## config.mk

```make
export PLATFORM = sky130hd
export DESIGN_NAME = hex_text_septet_unpacker_core_flat
export DESIGN_NICKNAME = d
export VERILOG_FILES = /design/src/hw/rtl/htsu_pkg.sv /design/src/hw/rtl/htsu_if.sv /design/src/hw/rtl/hex_text_septet_unpacker_core.sv /design/src/hw/rtl/htsu_decode.sv /design/src/hw/rtl/htsu_outq.sv /design/src/flat_wrapper.sv
export SDC_FILE = /design/constraint.sdc
export NUM_CORES = 1
export LEC_CHECK = 0
export BUFFER_PORTS_ARGS = -buffer_cell sky130_fd_sc_hd__clkbuf_2
export CELL_PAD_IN_SITES_DETAIL_PLACEMENT = 0
export CELL_PAD_IN_SITES_GLOBAL_PLACEMENT = 1
export CORE_MARGIN = 2
export CORE_UTILIZATION = 30
export CTS_BUF_LIST = sky130_fd_sc_hd__clkbuf_16
export DETAILED_ROUTE_END_ITERATION = 8
export PLACE_DENSITY = 0.54
export SLEW_MARGIN = 25
export SYNTH_ARGS = -nofsm -noshare
export SYNTH_HDL_FRONTEND = slang
export SYNTH_SLANG_ARGS = --single-unit
```

## constraint.sdc

```tcl
create_clock -name clk -period 3.9 [get_ports clk]
set_input_delay 0.39 -clock clk [delete_from_list [all_inputs] [get_ports clk]]
set_output_delay 0.39 -clock clk [all_outputs]
set_load 0.01 [all_outputs]
```

## src/hw/rtl/htsu_pkg.sv

```systemverilog
// Shared types, constants and helper functions for the hex text septet unpacker.
package htsu_pkg;

    // Default depth of the result queue, counted in result bundles.
    localparam int OQ_DEPTH_DEF = 4;

    // Reset value of the start skip register.
    localparam logic [7:0] START_SKIP_RST = 8'd67;

    // A double quote at a pair boundary ends the text early.
    localparam logic [7:0] QUOTE_CHAR = 8'h22;

    // Result status codes.
    localparam logic [1:0] STATUS_SEPTET = 2'd0;
    localparam logic [1:0] STATUS_EMPTY  = 2'd1;
    localparam logic [1:0] STATUS_QUOTE  = 2'd2;

    // One result item.
    typedef struct packed {
        logic [6:0] septet;
        logic       last_flag;
        logic [1:0] status;
    } res_t;

    // All results caused by one input item: one, or two when two is set.
    typedef struct packed {
        logic two;
        res_t r0;
        res_t r1;
    } bundle_t;

    // Decoded hex digit.
    typedef struct packed {
        logic       is_hex;
        logic [3:0] value;
    } hex_t;

    // Maps a character to its hex value; non-hex characters give 0.
    function automatic hex_t hex_decode(input logic [7:0] ch);
        hex_t h;
        h.is_hex = 1'b0;
        h.value  = 4'd0;
        if (ch >= 8'h30 && ch <= 8'h39) begin
            h.is_hex = 1'b1;
            h.value  = ch[3:0];
        end
        else if ((ch >= 8'h61 && ch <= 8'h66) || (ch >= 8'h41 && ch <= 8'h46)) begin
            h.is_hex = 1'b1;
            h.value  = 4'(ch[2:0] + 3'd1) + 4'd8;
        end
        return h;
    endfunction

endpackage

```

## src/hw/rtl/htsu_if.sv

```systemverilog
// Valid/ready channel interfaces for the character input and the result output.
interface htsu_in_if;
    logic       valid;
    logic       ready;
    logic [7:0] text_char;
    logic       buffer_start;

    modport source (output valid, output text_char, output buffer_start, input ready);
    modport sink   (input valid, input text_char, input buffer_start, output ready);
endinterface

interface htsu_out_if;
    logic       valid;
    logic       ready;
    logic [6:0] septet;
    logic       last_flag;
    logic [1:0] status;

    modport source (output valid, output septet, output last_flag, output status, input ready);
    modport sink   (input valid, input septet, input last_flag, input status, output ready);
endinterface

```

## src/hw/rtl/hex_text_septet_unpacker_core.sv

```systemverilog
// Top level of the hex text septet unpacker.
// Takes one text character per cycle and decodes it in the same cycle into the state
// registers; the results that a character causes (none, one or two) go as one bundle
// into a result queue of OQ_DEPTH bundles, which offers one result item per cycle.
// Input ready is low only while that queue is full, so characters flow at one per
// cycle as long as the consumer takes results at the rate they appear; a two-septet
// byte gives two result items, offered one after the other. Results are written into
// the queue when their character is accepted. start_skip (reset 67) is sampled on the
// character marked buffer_start and may only be written while the block is idle.
module hex_text_septet_unpacker_core #(
    parameter int OQ_DEPTH = htsu_pkg::OQ_DEPTH_DEF
) (
    input  logic       clk,
    input  logic       rst_n,
    htsu_in_if.sink    chars,
    htsu_out_if.source results,
    input  logic       cfg_we,
    input  logic [7:0] cfg_wdata
);
    import htsu_pkg::*;

    logic    acc;
    logic    push;
    logic    q_full;
    bundle_t bundle;

    // Characters are taken whenever the result queue has room.
    assign chars.ready = !q_full;
    assign acc         = chars.valid && chars.ready;

    htsu_decode u_decode (
        .clk          (clk),
        .rst_n        (rst_n),
        .cfg_we       (cfg_we),
        .cfg_wdata    (cfg_wdata),
        .acc          (acc),
        .text_char    (chars.text_char),
        .buffer_start (chars.buffer_start),
        .push         (push),
        .bundle       (bundle)
    );

    htsu_outq #(
        .DEPTH (OQ_DEPTH)
    ) u_outq (
        .clk     (clk),
        .rst_n   (rst_n),
        .push    (push),
        .bundle  (bundle),
        .full    (q_full),
        .results (results)
    );

endmodule

```

## src/hw/rtl/htsu_decode.sv

```systemverilog
// Decode state and per-character step: skip, hex pairing, count and septet unpacking.
module htsu_decode (
    input  logic              clk,
    input  logic              rst_n,
    input  logic              cfg_we,
    input  logic [7:0]        cfg_wdata,
    input  logic              acc,
    input  logic [7:0]        text_char,
    input  logic              buffer_start,
    output logic              push,
    output htsu_pkg::bundle_t bundle
);
    import htsu_pkg::*;

    logic [7:0] start_skip_reg;
    logic [7:0] skip_left_reg, skip_left_next;
    logic       digit_pending_reg, digit_pending_next;
    logic [3:0] high_digit_reg, high_digit_next;
    logic       high_was_hex_reg, high_was_hex_next;
    logic       count_known_reg, count_known_next;
    logic [7:0] septet_count_reg, septet_count_next;
    logic [7:0] previous_byte_reg, previous_byte_next;
    logic [2:0] byte_phase_reg, byte_phase_next;
    logic [7:0] septets_sent_reg, septets_sent_next;
    logic       finished_reg, finished_next;

    // Effective state after an optional buffer start.
    logic [7:0] e_skip;
    logic       e_pend;
    logic [3:0] e_high;
    logic       e_hwh;
    logic       e_ck;
    logic [7:0] e_cnt;
    logic [7:0] e_prev;
    logic [2:0] e_phase;
    logic [7:0] e_sent;
    logic       e_fin;

    hex_t        hx;
    logic [7:0]  byte_val;
    logic [2:0]  p;
    logic [15:0] pair_word;
    logic [15:0] shifted;
    logic [3:0]  shamt;
    logic [7:0]  sent1, sent2;
    logic        last0, last1, two;

    // A buffer start clears decode state and reloads the skip count.
    always_comb
    begin
        if (buffer_start) begin
            e_skip  = start_skip_reg;
            e_pend  = 1'b0;
            e_high  = 4'd0;
            e_hwh   = 1'b0;
            e_ck    = 1'b0;
            e_cnt   = 8'd0;
            e_prev  = 8'd0;
            e_phase = 3'd0;
            e_sent  = 8'd0;
            e_fin   = 1'b0;
        end
        else begin
            e_skip  = skip_left_reg;
            e_pend  = digit_pending_reg;
            e_high  = high_digit_reg;
            e_hwh   = high_was_hex_reg;
            e_ck    = count_known_reg;
            e_cnt   = septet_count_reg;
            e_prev  = previous_byte_reg;
            e_phase = byte_phase_reg;
            e_sent  = septets_sent_reg;
            e_fin   = finished_reg;
        end
    end

    // Byte assembly and septet extraction.
    always_comb
    begin
        hx = hex_decode(text_char);
        if (!e_hwh) begin
            byte_val = 8'd0;
        end
        else if (hx.is_hex) begin
            byte_val = {e_high, hx.value};
        end
        else begin
            byte_val = {4'd0, e_high};
        end
        p         = (e_phase > 3'd6) ? 3'd0 : e_phase;
        pair_word = {byte_val, e_prev};
        shamt     = 4'd8 - {1'b0, p};
        shifted   = pair_word >> shamt;
        sent1     = e_sent + 8'd1;
        sent2     = e_sent + 8'd2;
        last0     = (sent1 == e_cnt);
        last1     = (sent2 == e_cnt);
        two       = (p == 3'd6) && !last0;
    end

    // Next state and results for an accepted item.
    always_comb
    begin
        skip_left_next     = skip_left_reg;
        digit_pending_next = digit_pending_reg;
        high_digit_next    = high_digit_reg;
        high_was_hex_next  = high_was_hex_reg;
        count_known_next   = count_known_reg;
        septet_count_next  = septet_count_reg;
        previous_byte_next = previous_byte_reg;
        byte_phase_next    = byte_phase_reg;
        septets_sent_next  = septets_sent_reg;
        finished_next      = finished_reg;
        push               = 1'b0;
        bundle             = '0;

        if (acc) begin
            skip_left_next     = e_skip;
            digit_pending_next = e_pend;
            high_digit_next    = e_high;
            high_was_hex_next  = e_hwh;
            count_known_next   = e_ck;
            septet_count_next  = e_cnt;
            previous_byte_next = e_prev;
            byte_phase_next    = e_phase;
            septets_sent_next  = e_sent;
            finished_next      = e_fin;

            if (!e_fin) begin
                if (e_skip != 8'd0) begin
                    skip_left_next = e_skip - 8'd1;
                end
                else if (!e_pend) begin
                    // First digit of a pair, or a quote that ends the text.
                    if (e_ck && text_char == QUOTE_CHAR) begin
                        push                = 1'b1;
                        bundle.r0.last_flag = 1'b1;
                        bundle.r0.status    = STATUS_QUOTE;
                        finished_next       = 1'b1;
                    end
                    else begin
                        high_digit_next    = hx.value;
                        high_was_hex_next  = hx.is_hex;
                        digit_pending_next = 1'b1;
                    end
                end
                else begin
                    digit_pending_next = 1'b0;
                    if (!e_ck) begin
                        // The first byte is the septet count.
                        count_known_next  = 1'b1;
                        septet_count_next = byte_val;
                        if (byte_val == 8'd0) begin
                            push                = 1'b1;
                            bundle.r0.last_flag = 1'b1;
                            bundle.r0.status    = STATUS_EMPTY;
                            finished_next       = 1'b1;
                        end
                    end
                    else begin
                        push                = 1'b1;
                        bundle.two          = two;
                        bundle.r0.septet    = shifted[6:0];
                        bundle.r0.last_flag = last0;
                        bundle.r0.status    = STATUS_SEPTET;
                        bundle.r1.septet    = byte_val[7:1];
                        bundle.r1.last_flag = last1;
                        bundle.r1.status    = STATUS_SEPTET;
                        septets_sent_next   = two ? sent2 : sent1;
                        finished_next       = last0 || (two && last1);
                        byte_phase_next     = (p == 3'd6) ? 3'd0 : p + 3'd1;
                        previous_byte_next  = byte_val;
                    end
                end
            end
        end
    end

    // State registers.
    always_ff @(posedge clk or negedge rst_n)
    begin
        if (!rst_n) begin
            start_skip_reg    <= START_SKIP_RST;
            skip_left_reg     <= 8'd0;
            digit_pending_reg <= 1'b0;
            high_digit_reg    <= 4'd0;
            high_was_hex_reg  <= 1'b0;
            count_known_reg   <= 1'b0;
            septet_count_reg  <= 8'd0;
            previous_byte_reg <= 8'd0;
            byte_phase_reg    <= 3'd0;
            septets_sent_reg  <= 8'd0;
            finished_reg      <= 1'b1;
        end
        else begin
            if (cfg_we) begin
                start_skip_reg <= cfg_wdata;
            end
            skip_left_reg     <= skip_left_next;
            digit_pending_reg <= digit_pending_next;
            high_digit_reg    <= high_digit_next;
            high_was_hex_reg  <= high_was_hex_next;
            count_known_reg   <= count_known_next;
            septet_count_reg  <= septet_count_next;
            previous_byte_reg <= previous_byte_next;
            byte_phase_reg    <= byte_phase_next;
            septets_sent_reg  <= septets_sent_next;
            finished_reg      <= finished_next;
        end
    end

endmodule

```

## src/hw/rtl/htsu_outq.sv

```systemverilog
// Result queue: holds result bundles and hands them out one result item at a time.
module htsu_outq #(
    parameter int DEPTH = htsu_pkg::OQ_DEPTH_DEF
) (
    input  logic              clk,
    input  logic              rst_n,
    input  logic              push,
    input  htsu_pkg::bundle_t bundle,
    output logic              full,
    htsu_out_if.source        results
);
    import htsu_pkg::*;

    localparam int PTR_W = (DEPTH > 1) ? $clog2(DEPTH) : 1;
    localparam int CNT_W = $clog2(DEPTH + 1);

    bundle_t            mem [DEPTH];
    logic [PTR_W-1:0]   wr_ptr_reg, wr_ptr_next;
    logic [PTR_W-1:0]   rd_ptr_reg, rd_ptr_next;
    logic [CNT_W-1:0]   count_reg, count_next;
    logic               sub_reg, sub_next;
    bundle_t            head;
    res_t               cur;
    logic               pop_res;
    logic               pop_bundle;

    // Head of the queue and the result item currently offered.
    always_comb
    begin
        head              = mem[rd_ptr_reg];
        cur               = sub_reg ? head.r1 : head.r0;
        results.valid     = (count_reg != '0);
        results.septet    = cur.septet;
        results.last_flag = cur.last_flag;
        results.status    = cur.status;
        full              = (count_reg == CNT_W'(DEPTH));
        pop_res           = results.valid && results.ready;
        pop_bundle        = pop_res && (sub_reg || !head.two);
    end

    // Pointer, count and sub-item bookkeeping.
    always_comb
    begin
        wr_ptr_next = wr_ptr_reg;
        rd_ptr_next = rd_ptr_reg;
        count_next  = count_reg;
        sub_next    = sub_reg;
        if (push) begin
            wr_ptr_next = (wr_ptr_reg == PTR_W'(DEPTH - 1)) ? '0 : wr_ptr_reg + 1'b1;
        end
        if (pop_bundle) begin
            rd_ptr_next = (rd_ptr_reg == PTR_W'(DEPTH - 1)) ? '0 : rd_ptr_reg + 1'b1;
        end
        if (push && !pop_bundle) begin
            count_next = count_reg + 1'b1;
        end
        else if (!push && pop_bundle) begin
            count_next = count_reg - 1'b1;
        end
        if (pop_res) begin
            sub_next = !pop_bundle;
        end
    end

    always_ff @(posedge clk or negedge rst_n)
    begin
        if (!rst_n) begin
            wr_ptr_reg <= '0;
            rd_ptr_reg <= '0;
            count_reg  <= '0;
            sub_reg    <= 1'b0;
        end
        else begin
            wr_ptr_reg <= wr_ptr_next;
            rd_ptr_reg <= rd_ptr_next;
            count_reg  <= count_next;
            sub_reg    <= sub_next;
        end
    end

    // Bundle storage.
    always_ff @(posedge clk)
    begin
        if (push) begin
            mem[wr_ptr_reg] <= bundle;
        end
    end

endmodule

```

## src/flat_wrapper.sv

```systemverilog
// flat-port wrapper written by rule: the top's interface ports become plain ports
module hex_text_septet_unpacker_core_flat import htsu_pkg::*;
#(
    parameter int OQ_DEPTH = htsu_pkg::OQ_DEPTH_DEF
)
  (clk, rst_n, cfg_we, cfg_wdata, chars_valid, chars_text_char, chars_buffer_start, chars_ready, results_valid, results_septet, results_last_flag, results_status, results_ready);
  htsu_in_if chars_i ();
  htsu_out_if results_i ();
  input  logic clk;
  input  logic rst_n;
  input  logic cfg_we;
  input  logic [7:0] cfg_wdata;
  input wire logic [$bits(chars_i.valid)-1:0] chars_valid;
  input wire logic [$bits(chars_i.text_char)-1:0] chars_text_char;
  input wire logic [$bits(chars_i.buffer_start)-1:0] chars_buffer_start;
  output wire logic [$bits(chars_i.ready)-1:0] chars_ready;
  output wire logic [$bits(results_i.valid)-1:0] results_valid;
  output wire logic [$bits(results_i.septet)-1:0] results_septet;
  output wire logic [$bits(results_i.last_flag)-1:0] results_last_flag;
  output wire logic [$bits(results_i.status)-1:0] results_status;
  input wire logic [$bits(results_i.ready)-1:0] results_ready;
  assign chars_i.valid = chars_valid;
  assign chars_i.text_char = chars_text_char;
  assign chars_i.buffer_start = chars_buffer_start;
  assign chars_ready = chars_i.ready;
  assign results_valid = results_i.valid;
  assign results_septet = results_i.septet;
  assign results_last_flag = results_i.last_flag;
  assign results_status = results_i.status;
  assign results_i.ready = results_ready;
  hex_text_septet_unpacker_core #(.OQ_DEPTH(OQ_DEPTH)) u_core (.clk(clk), .rst_n(rst_n), .chars(chars_i), .results(results_i), .cfg_we(cfg_we), .cfg_wdata(cfg_wdata));
endmodule
```

# Word-level counts from Yosys, hierarchy flattened
# Memories as Yosys holds them, arrays and structs flattened.
# Cells that the tools add are included.
[word_totals]
reg_bits = 59
ramBits = 84
inputBits = 22
output_inout_bits = 12
word_cells = 144
mem_count = 1
[op_classes]
addsub = 11
order_cmp = 7
eq_ne = 7
shift = 1
muxes = 79
n_reduce_logical = 23
[mem_list]
columns = ["name", "words", "width", "rd", "rd_ports_with_merged_regs", "write_ports", "line_no", "rtl"]
rows = [
  ["u_core.u_outq.mem", 4, 21, 1, 0, 1, "htsu_outq.sv:17", "bundle_t mem [DEPTH];"],
]
[op_table]
columns = ["operator", "n"]
rows = [
  ["8-bit two-way mux", 23],
  ["21-bit two-way mux", 3],
  ["3-bit two-way mux", 13],
  ["10-bit two-way mux", 3],
  ["1-bit two-way mux", 28],
  ["4-bit two-way mux", 5],
  ["8-bit == test", 2],
  ["8-bit by 7-bit >= comparator with 1-bit output (second input constant)", 2],
  ["8-bit by 7-bit <= comparator with 1-bit output (second input constant)", 2],
  ["16-bit by 4-bit >> shifter with 7-bit output", 1],
  ["1-bit logical AND", 11],
  ["5-bit two-way mux", 2],
  ["8-bit by 1-bit adder with 8-bit output (second input constant)", 1],
  ["8-bit by 2-bit adder with 8-bit output (second input constant)", 1],
  ["8-bit by 6-bit == test with 1-bit output (second input constant)", 1],
  ["8-bit by 6-bit >= comparator with 1-bit output (second input constant)", 1],
  ["8-bit by 6-bit <= comparator with 1-bit output (second input constant)", 1],
  ["8-bit zero test", 1],
  ["8-bit nonzero test", 1],
  ["8-bit by 1-bit subtractor with 8-bit output (second input constant)", 1],
  ["3-bit by 1-bit adder with 3-bit output (second input constant)", 2],
  ["3-bit == test (second input constant)", 2],
  ["1-bit zero test", 5],
  ["2-bit by 1-bit adder with 2-bit output (second input constant)", 2],
  ["10 further kinds", 14],
]

# Logic depth before layout (Yosys ltp)
[depth]
depth_word = 18
depth_mapped = 15
depth_no_buf = 14

# Hierarchy
# From an unflattened synthesis, not the netlist that was laid out.
[unflattened]
hier_cells = 729
hier_area_um2 = 8072.7
[modules_own_cells]
columns = ["module", "n_inst", "cells_per_inst", "area_per_inst_um2", "seq_area_each_um2"]
rows = [
  ["htsu_decode", 1, 530, 4339.2, 1281.2],
  ["htsu_outq", 1, 197, 3723.6, 2722.6],
  ["hex_text_septet_unpacker_core", 1, 2, 10.0, 0.0],
]

# Least setup slack after synthesis
# OpenSTA, ideal clock, no wires.
[synth_timing]
kind = "input-to-reg"
from = "input port chars_buffer_start"
to = "register u_core.u_decode.septets_sent_reg[6]"
setup_time_ns = 0.069
arrival_ns = 3.802
t_required_ns = 3.831
slack_ns = 0.029
path_stages = 15
path_buffers = 6
cell_sequence = "buf_2 -> clkbuf_1 -> clkbuf_1 -> clkbuf_1 -> buf_1 -> clkbuf_1 -> nor2b_1 -> ha_1 -> and3_1 -> a211o_1 -> and4_1 -> nand3_1 -> or3b_2 -> a31o_2 -> nand3_1"
[synth_between]
elab_chain_len = 10
elab_cells_between_ends = 21
classes_between = "add/sub: 2; order compare: 1; eq/ne: 2; mux: 13; reduce/logical: 3"
[synth_lines]
columns = ["item", "line_no", "rtl"]
rows = [
  ["start, declared", "flat_wrapper.sv:15", "input wire logic [$bits(chars_i.buffer_start)-1:0] chars_buffer_start;"],
  ["8-bit two-way mux / 3-bit two-way mux (equally long branches)", "htsu_decode.sv:51", "if (buffer_start) begin"],
  ["8-bit by 1-bit adder with 8-bit output / 3-bit > comparator (equally long branches)", "htsu_decode.sv:94, htsu_decode.sv:90", ""],
  ["8-bit == test / 3-bit two-way mux (equally long branches)", "htsu_decode.sv:96, htsu_decode.sv:90", ""],
  ["1-bit zero test / 3-bit == test (equally long branches)", "htsu_decode.sv:98", "two = (p == 3'd6) && !last0;"],
  ["1-bit logical AND", "htsu_decode.sv:98", ""],
  ["8-bit two-way mux", "htsu_decode.sv:169", "septets_sent_next = two ? sent2 : sent1;"],
  ["8-bit two-way mux", "htsu_decode.sv:149", "if (!e_ck) begin"],
  ["8-bit two-way mux", "htsu_decode.sv:133", "else if (!e_pend) begin"],
  ["8-bit two-way mux", "htsu_decode.sv:130", "if (e_skip != 8'd0) begin"],
  ["8-bit two-way mux *", "htsu_decode.sv:129", "if (!e_fin) begin"],
  ["end signal, assigned", "htsu_decode.sv:207", "septets_sent_reg <= septets_sent_next;"],
  ["end, declared", "htsu_decode.sv:24", "logic [7:0] septets_sent_reg, septets_sent_next;"],
]
# Mark *: on every way between the ends. The rest lies on a longest branch, timed or not.
# A chain may end at the register's enable or synchronous reset.

# Final worst setup path
[layout_timing]
from = "input port chars_text_char[1]"
to = "register u_core.u_outq.count_reg[2]"
[layout_between]
elab_chain_len = 17
elab_cells_between_ends = 31
classes_between = "add/sub: 2; order compare: 6; eq/ne: 1; mux: 12; reduce/logical: 10"
[layout_lines]
columns = ["item", "line_no", "rtl"]
rows = [
  ["start, declared", "flat_wrapper.sv:14", "input wire logic [$bits(chars_i.text_char)-1:0] chars_text_char;"],
  ["parallel branches: the longest is 10 deep, another holds 3-bit by 1-bit adder with 4-bit output", "--", ""],
  ["1-bit two-way mux *", "htsu_decode.sv:133", ""],
  ["1-bit two-way mux *", "htsu_decode.sv:130", ""],
  ["1-bit two-way mux *", "htsu_decode.sv:129", ""],
  ["1-bit two-way mux *", "htsu_decode.sv:117", "if (acc) begin"],
  ["via u_core.push", "hex_text_septet_unpacker_core.sv:23", "logic push;"],
  ["1-bit zero test", "htsu_outq.sv:57", "else if (!push && pop_bundle) begin"],
  ["1-bit logical AND", "htsu_outq.sv:57", ""],
  ["2-bit nonzero test (no source line)", "--", ""],
  ["end signal, assigned", "htsu_outq.sv:76", "count_reg <= count_next;"],
  ["end, declared", "htsu_outq.sv:20", "logic [CNT_W-1:0] count_reg, count_next;"],
]
# Mark *: on every way through the listed nets, which the timed path passes.

==> metrics <==
num ports 34; synth warn 0; CTS tree built; post-CTS setup buffers 0; post-DP HPWL 15000 µm; crit path DAT 3730 ps; critical path required time 4240 ps; Core Util, Final 34.8%; initial core utilization 30.3%; Post-Synthesis Cells 704; initial antenna violation count 0; syn avg cell area 11.1 µm²; Filler Cell Count 2567; Max Cap Violations 0; mux share of post-synthesis cell area 9.98%; Max VDD drop 0.322 mV; vias in the first global route 5910; Max H-tree Level 4; Yosys top cell by area edfxtp_1; die area 27400 µm²; Reg area 3760 µm²; Post-synth EDFFs 76; Crit path largest cell delay 470 ps; Tcrit/Tclk final 86.9%; Synth async-reset ratio 43.7%; Worst setup EP type register; drc violations 0; Port Buffers 33; routed vias/inst 5.30; Setup TNS 0 ps; DRT Pass-1 Iters 5; chip height 166 µm; syn_nets 743; Adder-Cell Fraction of Synth Area 2.81%; Final min period 3390 ps; Top reg by flops u_core.u_outq.mem; hold crit path type in -> async; Max Freq 295 MHz; XOR/XNOR Fraction of Synth Area 3.13%; normalized max-slew margin 39.4%; grt ovf 0; final wirelength 21100 µm; Total GRT Usage 16.2%; Seq/Total Area, Yosys 48.1%; Nets 775; total number of vias 5743; wire length per cell 19.5 µm; synth top area cells edfxtp_1, dfrtp_1, mux4_2; Startpoint Class input pin; Clock transition at path regs 60 ps; initial drt markers 406; ANT nets after route 0; first-pass GRT wire length 33700 µm; post-synth cell types 91; Worst Skew 11.1 ps; Post-synth top flop edfxtp_1; Slew @ Worst Pin 909 ps; post-synthesis compound-gate area fraction 15.5%; Sink Count 135; mapped cell area 7830 µm²; post_cts resized 0; largest family of logic cells by synthesized area simple AND/OR/NAND/NOR gates; final worst slack 513 ps; Final setup violation count 0; Final Slew Violations 0; largest net degree at the start of global routing 34; latest clock arrival within the worst-skew pair 420 ps; # diodes 0; CORE AREA 25800 µm²; CP max stage cell a2111o_1; Post-CTS Hold Fix Bufs 0; number of CTS-inserted buffers 17; critical path peak fanout 7; Clock Tree Buf Depth 2; final hold violation count 0; Placement Rows 59; #FFs+latches synth 135; LEAKAGE 3.51 nW; area of the multi-input gates 3750 µm²; max reg flops 76; Setup Slack @ Placement 101 ps; simple-gate share of the synthesized area 16.5%; post-synth top area share 29.2%; pwr/cell area 460 nW/µm²; GP Congestion 0.827; status finished, final reports clean; area grow syn2layout 14.9%; RSZ-0062 raised after global routing false; layout cells sized above 1 22.2%; die extent in x 166 µm; crit-path cells clkbuf_2, inv_1, ha_1, o21bai_1, a21oi_4, mux2i_1, nand3_1, a2111o_1, a2111oi_4, ha_1, inv_1, fa_1, xor2_1, nor2_1, xor2_1; CP Class in -> reg; Root Driver clkbuf_16
[metrics by stage]
stage	power [mW]	hold slack, ps	instances	instance area, µm²
finish	4.14	85.4	1084	8990
global route	4.35	150	1084	8990
CTS	4.20	116	1084	8990
detailed placement	2.57	481	1052	8410
global placement	2.56	469	1052	8410
floorplan	2.39	94.4	704	7830
[kinds of logic after synthesis]
group | count (synthesis)
XOR/XNOR | 28
adder cells (fa/ha/maj) | 17
flip-flops | 135
AO/OA/AOI/OAI | 163
multiplexers | 48
AND/OR/NAND/NOR | 241
buffers and inverters | 72
[report_power, final]
part	switching (mW)	internal, mW	leakage, nW
Clock	0.667	0.945	0.279
Sequential	0.114	1.59	1.57
Combinational	0.460	0.362	1.66
Total	1.24	2.90	3.51
[layout make-up]
cell class / instances / area share [%]
inverters: 20 / 0.835
well taps: 335 / 4.66
repair buffers: 65 / 4.51
clock buffers: 17 / 4.73
clock inverters: 15 / 1.70
flip-flops and latches: 135 / 41.9
multi-input cells: 497 / 41.7
[worst paths after layout]
kind / start / endpoint / slack [ps] / cells past startpoint
setup reg to reg: u_core.u_decode.start_skip_reg[0]$_DFFE_PN1P_ / u_core.u_outq.count_reg[2]$_DFFE_PN0P_ / 690 / 12
hold / removal: rst_n / u_core.u_outq.rd_ptr_reg[0]$_DFFE_PN0P_ / 90 / 1
min in group clk: cfg_wdata[2] / u_core.u_decode.start_skip_reg[2]$_DFFE_PN0P_ / 200 / 2
hold reg to reg: u_core.u_decode.skip_left_reg[1]$_DFFE_PN0P_ / u_core.u_decode.skip_left_reg[1]$_DFFE_PN0P_ / 490 / 2
max in group asynchronous: rst_n / u_core.u_decode.byte_phase_reg[0]$_DFFE_PN0P_ / 2860 / 2
setup / recovery: chars_text_char[1] / u_core.u_outq.count_reg[2]$_DFFE_PN0P_ / 510 / 15
[synth_stat cells (4+ instances only)]
| cell | n |
|---|---|
| o221ai_1 | 4 |
| mux2i_1 | 9 |
| a22o_1 | 12 |
| inv_1 | 20 |
| o211ai_1 | 6 |
| or3_1 | 5 |
| xnor2_1 | 19 |
| and3_1 | 11 |
| edfxtp_1 | 76 |
| and2_2 | 5 |
| nand3_1 | 19 |
| dfstp_2 | 4 |
| nor3_1 | 16 |
| buf_1 | 6 |
| o22ai_1 | 6 |
| o21ai_0 | 32 |
| clkbuf_1 | 39 |
| nand4b_1 | 6 |
| nor2_1 | 32 |
| o31ai_1 | 4 |
| a21o_1 | 4 |
| nor2b_1 | 12 |
| mux4_2 | 21 |
| xor2_1 | 9 |
| nor3b_1 | 4 |
| a31oi_1 | 6 |
| dfrtp_1 | 55 |
| nand4_1 | 7 |
| a22oi_1 | 4 |
| a211oi_1 | 12 |
| a32oi_1 | 5 |
| mux2_2 | 17 |
| a32o_1 | 4 |
| a21oi_1 | 22 |
| and4_1 | 6 |
| ha_1 | 16 |
| nand2_1 | 77 |
| nor4_1 | 4 |
| and2_1 | 12 |
[cells in the final DEF (no fill, tap or decap), drive strengths merged, types with 11 or more instances in the layout]
cell | Yosys | final
nor2b | 12 | 12
mux2 | 17 | 17
mux4 | 22 | 22
a21oi | 24 | 24
ha | 16 | 16
edfxtp | 76 | 76
o21ai | 33 | 33
nand3 | 19 | 19
xnor2 | 19 | 19
and2 | 18 | 18
nand2 | 77 | 77
and3 | 11 | 11
buf | 10 | 32
dfrtp | 55 | 55
nor3 | 16 | 16
a211oi | 13 | 13
clkbuf | 41 | 50
a22o | 14 | 14
inv | 20 | 25
nor2 | 33 | 33
[worst max-delay path: cells and delay by family]
kind | cells | cell delay, ps
AOI/OAI and AO/OA | 4 | 1340
xor gates and xnor gates | 2 | 330
and+or+nand+nor | 2 | 230
buffers and inverters | 3 | 280
adders and majority gates | 3 | 830
muxes | 1 | 320
[per-layer routing]
| layer | vias to the layer above | global-route usage (%) | wire (µm) |
|---|---|---|---|
| met5 | - | 0 | 0 |
| met4 | 0 | 5.41 | 345 |
| met3 | 26 | 2.35 | 709 |
| met2 | 128 | 26.7 | 9960 |
| met1 | 2849 | 21.8 | 10100 |
| li1 | 2740 | - | - |
Note: power is estimated with default switching activity, not from simulation.
